<file path="config.mk">
export PLATFORM = sky130hd
export DESIGN_NAME = integer_to_ascii_radix
export DESIGN_NICKNAME = d
export VERILOG_FILES = /design/src/hdl/itoa_pkg.sv /design/src/hdl/itoa_div.sv /design/src/hdl/itoa_store.sv /design/src/hdl/integer_to_ascii_radix.sv
export SDC_FILE = /design/constraint.sdc
export NUM_CORES = 1
export LEC_CHECK = 0
export BUFFER_PORTS_ARGS = -buffer_cell sky130_fd_sc_hd__buf_2
export CORE_MARGIN = 8
export CORE_UTILIZATION = 24
export CTS_BUF_LIST = sky130_fd_sc_hd__clkbuf_2 sky130_fd_sc_hd__clkbuf_4 sky130_fd_sc_hd__clkbuf_8
export DETAILED_ROUTE_END_ITERATION = 16
export GPL_ROUTABILITY_DRIVEN = 0
export GPL_TIMING_DRIVEN = 0
export PLACE_DENSITY_LB_ADDON = 0.1
export SETUP_SLACK_MARGIN = 0.1
export SYNTH_ARGS = -nofsm -noshare
export SYNTH_HDL_FRONTEND = slang
export SYNTH_HIERARCHICAL = 1
export SYNTH_SLANG_ARGS = --single-unit
</file>
<file path="constraint.sdc">
create_clock -name clk -period 4.15 [get_ports clk]
set_input_delay 0.2075 -clock clk [delete_from_list [all_inputs] [get_ports clk]]
set_output_delay 0.2075 -clock clk [all_outputs]
set_load 0.01 [all_outputs]
</file>
<file path="src/hdl/itoa_pkg.sv">
`timescale 1ns / 1ps
// Package for the integer to ASCII converter: widths, register map and helpers.
// Used by every module of the block; depends on nothing.
package itoa_pkg;

	localparam int VALUE_WIDTH = 32;
	localparam int BASE_W      = 6;
	localparam int CHAR_W      = 8;
	localparam int DIG_W       = 6;
	localparam int STORE_DEPTH = VALUE_WIDTH;
	localparam int IDX_W       = $clog2(STORE_DEPTH);
	localparam int CNT_W       = IDX_W + 1;
	localparam int STEP_W      = $clog2(VALUE_WIDTH);
	localparam int APB_ADDR_W  = 2;
	localparam int APB_DATA_W  = 32;

	localparam logic [APB_ADDR_W-1:0] REG_NUMBER_BASE = '0;

	localparam logic [BASE_W-1:0] BASE_DEFAULT = BASE_W'(10);
	localparam logic [BASE_W-1:0] BASE_MIN     = BASE_W'(2);
	localparam logic [BASE_W-1:0] BASE_MAX     = BASE_W'(36);

	localparam logic [CHAR_W-1:0] CHAR_ZERO  = 8'h30;
	localparam logic [CHAR_W-1:0] CHAR_A     = 8'h41;
	localparam logic [CHAR_W-1:0] CHAR_MINUS = 8'h2D;

	typedef struct packed {
		logic             done;
		logic [DIG_W-1:0] rem;
	} div_stat_t;

	function automatic logic [BASE_W-1:0] eff_base(input logic [BASE_W-1:0] b);
		logic [BASE_W-1:0] r;
		if (b < BASE_MIN) begin
			r = BASE_DEFAULT;
		end else if (b > BASE_MAX) begin
			r = BASE_MAX;
		end else begin
			r = b;
		end
		return r;
	endfunction

	function automatic logic [CHAR_W-1:0] digit_char(input logic [DIG_W-1:0] d);
		logic [CHAR_W-1:0] c;
		if (d < DIG_W'(10)) begin
			c = CHAR_ZERO + CHAR_W'(d);
		end else begin
			c = CHAR_A + CHAR_W'(d) - CHAR_W'(10);
		end
		return c;
	endfunction

endpackage

</file>
<file path="src/hdl/itoa_div.sv">
`timescale 1ns / 1ps
// Bit-serial restoring divider: one quotient bit per cycle.
// Depends on itoa_pkg.
module itoa_div (
	input  logic                              clk,
	input  logic                              arst_n,
	input  logic                              start,
	input  logic [itoa_pkg::VALUE_WIDTH-1:0]  dividend,
	input  logic [itoa_pkg::BASE_W-1:0]       divisor,
	output logic [itoa_pkg::VALUE_WIDTH-1:0]  quotient,
	output itoa_pkg::div_stat_t               stat
);
	import itoa_pkg::*;

	logic [VALUE_WIDTH-1:0] quo_q;
	logic [DIG_W-1:0]       rem_q;
	logic [BASE_W-1:0]      dsr_q;
	logic [STEP_W-1:0]      step_q;
	logic                   busy_q;
	logic                   done_q;
	logic [DIG_W:0]         trial;
	logic [DIG_W:0]         diff;
	logic                   qbit;

	assign trial = {rem_q, quo_q[VALUE_WIDTH-1]};
	assign diff  = trial - {1'b0, dsr_q};
	assign qbit  = (trial >= {1'b0, dsr_q});

	always_ff @(posedge clk or negedge arst_n) begin
		if (!arst_n) begin
			busy_q <= 1'b0;
			done_q <= 1'b0;
			step_q <= '0;
		end else begin
			done_q <= 1'b0;
			if (start) begin
				busy_q <= 1'b1;
				step_q <= '0;
			end else if (busy_q) begin
				step_q <= step_q + STEP_W'(1);
				if (step_q == STEP_W'(VALUE_WIDTH - 1)) begin
					busy_q <= 1'b0;
					done_q <= 1'b1;
				end
			end
		end
	end

	always_ff @(posedge clk) begin
		if (start) begin
			quo_q <= dividend;
			rem_q <= '0;
			dsr_q <= divisor;
		end else if (busy_q) begin
			quo_q <= {quo_q[VALUE_WIDTH-2:0], qbit};
			rem_q <= qbit ? diff[DIG_W-1:0] : trial[DIG_W-1:0];
		end
	end

	assign quotient  = quo_q;
	assign stat.done = done_q;
	assign stat.rem  = rem_q;

endmodule

</file>
<file path="src/hdl/itoa_store.sv">
`timescale 1ns / 1ps
// Digit store: one write port and one registered read port.
// Depends on itoa_pkg.
module itoa_store (
	input  logic                          clk,
	input  logic                          we,
	input  logic [itoa_pkg::IDX_W-1:0]    waddr,
	input  logic [itoa_pkg::DIG_W-1:0]    wdata,
	input  logic [itoa_pkg::IDX_W-1:0]    raddr,
	output logic [itoa_pkg::DIG_W-1:0]    rdata
);
	import itoa_pkg::*;

	logic [DIG_W-1:0] mem_q [STORE_DEPTH];
	logic [DIG_W-1:0] rdata_q;

	always_ff @(posedge clk) begin
		if (we) begin
			mem_q[waddr] <= wdata;
		end
	end

	always_ff @(posedge clk) begin
		rdata_q <= mem_q[raddr];
	end

	assign rdata = rdata_q;

endmodule

</file>
<file path="src/hdl/integer_to_ascii_radix.sv">
`timescale 1ns / 1ps
// Top level of the integer to ASCII converter: APB register, sequencer, output stage.
// Depends on itoa_pkg, itoa_div and itoa_store.
//
// Channel   Direction  Contents
// s_axis    in         tdata: value[31:0]; tuser: signed_mode
// m_axis    out        tdata: ascii_char[7:0]; tlast: last
// apb       in/out     register 0 at byte address 0: number_base[5:0]
//
// Each digit is produced by one division in the bit-serial divider and written to the
// store; each character is then read back from the store and loaded into the output
// register. A new number is taken once the last character sits in the output register.
// A stalled output holds the sequencer in its sign and emit states. Reset clears the
// control state and sets the radix to ten.
module integer_to_ascii_radix (
	input  logic                               clk,
	input  logic                               arst_n,
	input  logic                               s_axis_tvalid,
	output logic                               s_axis_tready,
	input  logic [31:0]                        s_axis_tdata,  // value[31:0]
	input  logic [0:0]                         s_axis_tuser,  // signed_mode
	output logic                               m_axis_tvalid,
	input  logic                               m_axis_tready,
	output logic [7:0]                         m_axis_tdata,  // ascii_char[7:0]
	output logic                               m_axis_tlast,
	input  logic                               psel,
	input  logic                               penable,
	input  logic                               pwrite,
	input  logic [itoa_pkg::APB_ADDR_W-1:0]    paddr,
	input  logic [itoa_pkg::APB_DATA_W-1:0]    pwdata,
	output logic [itoa_pkg::APB_DATA_W-1:0]    prdata,
	output logic                               pready
);
	import itoa_pkg::*;

	typedef enum logic [5:0] {
		ST_IDLE  = 6'b000001,
		ST_SIGN  = 6'b000010,
		ST_START = 6'b000100,
		ST_WAIT  = 6'b001000,
		ST_READ  = 6'b010000,
		ST_EMIT  = 6'b100000
	} state_t;

	state_t                 state_q;
	logic [BASE_W-1:0]      base_q;
	logic [VALUE_WIDTH-1:0] work_q;
	logic [CNT_W-1:0]       cnt_q;
	logic [IDX_W-1:0]       idx_q;
	logic                   out_valid_q;
	logic [CHAR_W-1:0]      out_char_q;
	logic                   out_last_q;

	logic                   in_acc;
	logic                   out_free;
	logic                   neg;
	logic [VALUE_WIDTH-1:0] mag;
	logic                   div_start;
	logic [VALUE_WIDTH-1:0] quotient;
	div_stat_t              dstat;
	logic                   st_we;
	logic [DIG_W-1:0]       st_rdata;
	logic                   load_sign;
	logic                   load_digit;

	// The map holds a single register, so writes do not decode the address.
	assign pready = 1'b1;
	assign prdata = (paddr == REG_NUMBER_BASE) ? APB_DATA_W'(base_q) : '0;

	always_ff @(posedge clk or negedge arst_n) begin
		if (!arst_n) begin
			base_q <= BASE_DEFAULT;
		end else if (psel && penable && pwrite && pready) begin
			base_q <= pwdata[BASE_W-1:0];
		end
	end

	assign s_axis_tready = (state_q == ST_IDLE);
	assign in_acc        = s_axis_tvalid && s_axis_tready;
	assign out_free      = !out_valid_q || m_axis_tready;
	assign neg           = s_axis_tuser[0] && s_axis_tdata[VALUE_WIDTH-1];
	assign mag           = neg ? (~s_axis_tdata[VALUE_WIDTH-1:0] + VALUE_WIDTH'(1))
	                           : s_axis_tdata[VALUE_WIDTH-1:0];
	assign div_start     = (state_q == ST_START);
	assign st_we         = (state_q == ST_WAIT) && dstat.done;
	assign load_sign     = (state_q == ST_SIGN) && out_free;
	assign load_digit    = (state_q == ST_EMIT) && out_free;

	itoa_div u_div (
		.clk      (clk),
		.arst_n   (arst_n),
		.start    (div_start),
		.dividend (work_q),
		.divisor  (eff_base(base_q)),
		.quotient (quotient),
		.stat     (dstat)
	);

	itoa_store u_store (
		.clk   (clk),
		.we    (st_we),
		.waddr (cnt_q[IDX_W-1:0]),
		.wdata (dstat.rem),
		.raddr (idx_q),
		.rdata (st_rdata)
	);

	always_ff @(posedge clk or negedge arst_n) begin
		if (!arst_n) begin
			state_q <= ST_IDLE;
			cnt_q   <= '0;
			idx_q   <= '0;
		end else begin
			case (state_q)
				ST_IDLE: begin
					if (in_acc) begin
						cnt_q   <= '0;
						state_q <= neg ? ST_SIGN : ST_START;
					end
				end
				ST_SIGN: begin
					if (out_free) begin
						state_q <= ST_START;
					end
				end
				ST_START: begin
					state_q <= ST_WAIT;
				end
				ST_WAIT: begin
					if (dstat.done) begin
						cnt_q <= cnt_q + CNT_W'(1);
						if (quotient == '0 || cnt_q == CNT_W'(STORE_DEPTH - 1)) begin
							idx_q   <= cnt_q[IDX_W-1:0];
							state_q <= ST_READ;
						end else begin
							state_q <= ST_START;
						end
					end
				end
				ST_READ: begin
					state_q <= ST_EMIT;
				end
				ST_EMIT: begin
					if (out_free) begin
						if (idx_q == '0) begin
							state_q <= ST_IDLE;
						end else begin
							idx_q   <= idx_q - IDX_W'(1);
							state_q <= ST_READ;
						end
					end
				end
				default: begin
					state_q <= ST_IDLE;
				end
			endcase
		end
	end

	always_ff @(posedge clk) begin
		if (in_acc) begin
			work_q <= mag;
		end else if (st_we) begin
			work_q <= quotient;
		end
	end

	always_ff @(posedge clk or negedge arst_n) begin
		if (!arst_n) begin
			out_valid_q <= 1'b0;
		end else if (load_sign || load_digit) begin
			out_valid_q <= 1'b1;
		end else if (m_axis_tready) begin
			out_valid_q <= 1'b0;
		end
	end

	always_ff @(posedge clk) begin
		if (load_sign) begin
			out_char_q <= CHAR_MINUS;
			out_last_q <= 1'b0;
		end else if (load_digit) begin
			out_char_q <= digit_char(st_rdata);
			out_last_q <= (idx_q == '0);
		end
	end

	assign m_axis_tvalid = out_valid_q;
	assign m_axis_tdata  = out_char_q;
	assign m_axis_tlast  = out_last_q;

endmodule

</file>
==> reports/summary.txt <==
Worst Path Buf+Inv - 2
GRT Total Usage - 0.110
chip width - 259 µm
CTS tree - built
Initial Util - 0.241
vias per cell - 4.29
CP cell instances - or4_4, nor3b_1, and2_1, buf_2, or3b_2, clkbuf_1, nor2_1
Layout area overhead - 19.7%
relative slew slack - 0.236
Critical Path Max Stage Delay - 0.61 ns
worst-case vdd ir drop - 0.265 mV
Synth Cell Area - 14100 µm²
HPWL Detailed - 24.4 mm
Max-Cap Viols - 0
R2R depth - 7
TritonCTS Buffers - 56
Ports - 118
Synth Flop Type - edfxtp_1
TritonRoute pass-1 iters - 4
Seq/Total Area, Yosys - 0.640
Filler cells - 6036
CP Launch Type - flip-flop
Worst EP required - 4.42 ns
Flop pwr share - 0.528
Final setup viols - 0
WHS - 0.0599 ns
LEAKAGE - 6.00 nW
WHS Path Cells - 3
drt initial violations - 384
final layout net count - 1222
first-pass GRT wire length - 56.6 mm
CP Data Arrival Time - 3.68 ns
cell family with most CP delay - simple AND/OR/NAND/NOR gates
clk_lat worst skew - 0.64 ns
number of flops mapped to enable cells by yosys - 262
Switch Pwr - 2.75 mW
number of I/O port buffers - 63
Worst Max-Slew Pin Slew - 1.13 ns
RSZ-0062 raised after global routing - false
Final Critical Period - 3.41 ns
Post-Route WL - 37.0 mm
Fin. Hold Viols - 0
Worst Hold Class - input pin to flip-flop
largest net degree at the start of global routing - 36
initial antenna violation count - 0
combinational share of power - 0.167
switching share of total power - 0.298
H-tree levels - 2
Yosys warnings - 6
Tcrit/Tclk final - 0.821
DR vias - 8362
clock power share - 0.306
Max Fclk - 0.293 GHz
Power Density - 545 nW/µm²
asr flop ratio synth - 0.0990
Die Footprint - 66900 µm²
status - finished clean
antenna viol nets, final - 0
Overflow after GRT - 0
die height - 259 µm
clock slew at reported path FFs - 0.06 ns
CP max stage cell - nor2_1
fraction of final layout cells sized beyond drive strength 1 - 0.277
Root Buffer - clkbuf_8
Clock Tree Buf Depth - 3
Yosys reg bits - 313
critical path endpoint category - flip-flop
final max-slew violation count - 0
Avg Inst Size Synth - 14.8 µm²
internal power - 6.46 mW
Yosys cell types - 67
Core ar. - 58600 µm²
cells after synthesis - 953
Final Util - 0.289
Pwr Total - 9.21 mW
number of global-route vias before repair - 8915
Post-CTS Resized - 0
critical path type - flip-flop to flip-flop
critical path depth in cells - 7
worst-path fanout max - 11
Clock Skews - 0.0276 ns
Antenna diodes - 0
DRC violations left - 0
cell row count - 89
drt wl/cell - 18.9 µm
clock sink count - 313
==> final cells by class <==
type	instances	area, µm²	share of cell area
Buffer	68	410	0.0243
Multi-Input combinational cell	574	4690	0.277
Tap cell	773	967	0.0572
Sequential cell	313	9050	0.535
Clock inverter	25	115	0.00680
Inverter	24	90.1	0.00533
Clock buffer	80	963	0.0570
Timing Repair Buffer	94	627	0.0371
==> cells in the final DEF (no fill, tap or decap), types with 8 or more instances in the layout <==
cell type and count:
buf_4 29, nor3_1 12, edfxtp_1 262, dfrtp_1 28, buf_2 70, ha_1 16
mux2i_1 9, xor2_1 21, mux2_2 47, dlygate4sd3_1 30, conb_1 28, a21oi_1 23
nand2_1 58, o21ai_0 46, clkbuf_4 22, nand3_1 9, nor2_1 83, xnor2_1 25
and2_1 9, clkinv_1 18, nor4_1 15, clkbuf_8 58, clkbuf_1 22, mux4_2 60
dfxtp_1 14, inv_1 23, nand3b_1 8
==> worst register-to-register path, delay by kind of cell, from the launching register on <==
| family | cells | cell delay, ns |
|---|---|---|
| buf+inv | 2 | 0.50 |
| simple gates | 5 | 2.09 |
| flops | 1 | 0.45 |
==> worst paths after layout <==
check	start	endpoint	slack (ns)
max	state_q[1]	u_store/mem_q[0][4]	0.74
min	s_axis_tdata[17]	work_q[17]	0.06
max reg2reg	state_q[1]	u_store/mem_q[0][4]	0.74
min reg2reg	m_axis_tlast	m_axis_tlast	0.45
max in group asynchronous	arst_n	cnt_q[2]	3.37
min in group asynchronous	arst_n	state_q[3]	0.23
==> metal layers <==
| metal | global-route usage | vias to the layer above | routed length (µm) |
|---|---|---|---|
| met5 | 0 | - | 0 |
| met4 | 0.0358 | 0 | 826 |
| met3 | 0.0204 | 67 | 1370 |
| met2 | 0.176 | 152 | 17400 |
| met1 | 0.150 | 4175 | 17400 |
| li1 | - | 3968 | - |
==> cells in the mapped netlist, types with 6 or more instances <==
cell type | n | area (µm²)
o21ai_0 | 46 | 230
edfxtp_1 | 262 | 7870
nand4_1 | 7 | 43.8
a31oi_1 | 7 | 43.8
nor4_1 | 15 | 93.8
dfxtp_1 | 20 | 400
o211ai_1 | 6 | 45.0
and2_1 | 9 | 56.3
xnor2_1 | 25 | 219
inv_1 | 24 | 90.1
a21oi_1 | 23 | 115
nand2_1 | 58 | 218
mux4_2 | 60 | 1350
buf_4 | 29 | 218
nand3b_1 | 8 | 60.1
nand2b_1 | 7 | 43.8
nand3_1 | 9 | 45.0
nor3_1 | 12 | 60.1
dfrtp_1 | 28 | 701
nor3b_1 | 7 | 52.6
mux2i_1 | 9 | 90.1
buf_2 | 7 | 35.0
mux2_2 | 47 | 529
nor2_1 | 83 | 312
clkbuf_1 | 22 | 82.6
xor2_1 | 21 | 184
ha_1 | 16 | 200
==> per-stage QoR <==
step           instance area [µm²]  cells  setup WS [ns]  TNS, ns
2_1_floorplan                14200    979           1.08        0
3_3_place_gp                 15500   1815         -0.583   -18.58
3_5_place_dp                 15500   1816          0.657        0
4_1_cts                      16900   1951          0.650        0
5_1_grt                      16900   1951          0.477        0
6_report                     16900   1951          0.743        0
==> cell families after synthesis <==
| kind of cell | count (synthesis) | synth area share |
|---|---|---|
| flip-flops | 313 | 0.640 |
| XOR/XNOR | 46 | 0.0285 |
| AO/OA/AOI/OAI | 115 | 0.0500 |
| multiplexers | 116 | 0.139 |
| buffers and inverters | 92 | 0.0354 |
| other | 2 | 0.000531 |
| adder cells (fa/ha/maj) | 19 | 0.0170 |
| AND/OR/NAND/NOR | 250 | 0.0890 |
==> timing repair <==
action / in CTS / in global routing
hold buffers: 30 / 0
hold endpoints to repair: 57 / 0
setup buffers: 0 / 0
==> registers in the layout (all words and copies together) (netlist names) <==
name	flops
base_q	6
cnt_q	6
idx_q	5
m_axis_tdata	7
m_axis_tlast	1
m_axis_tvalid	1
state_q	6
u_div/busy_q	1
u_div/done_q	1
u_div/dsr_q	6
u_div/quotient	32
u_div/rem_q	6
u_div/step_q	5
u_store/mem_q	192
u_store/rdata	6
work_q	32
==> power groups by stage <==
stage	clock [mW]	combinational (mW)	sequential, mW
finish	2.81	1.53	4.86
global route	3.08	1.76	4.97
CTS	2.95	1.58	4.90
detailed placement	0	1.54	4.96
global placement	0	1.54	4.96
floorplan	0	1.15	4.62
No activity file was read; power rests on OpenSTA's default activity.
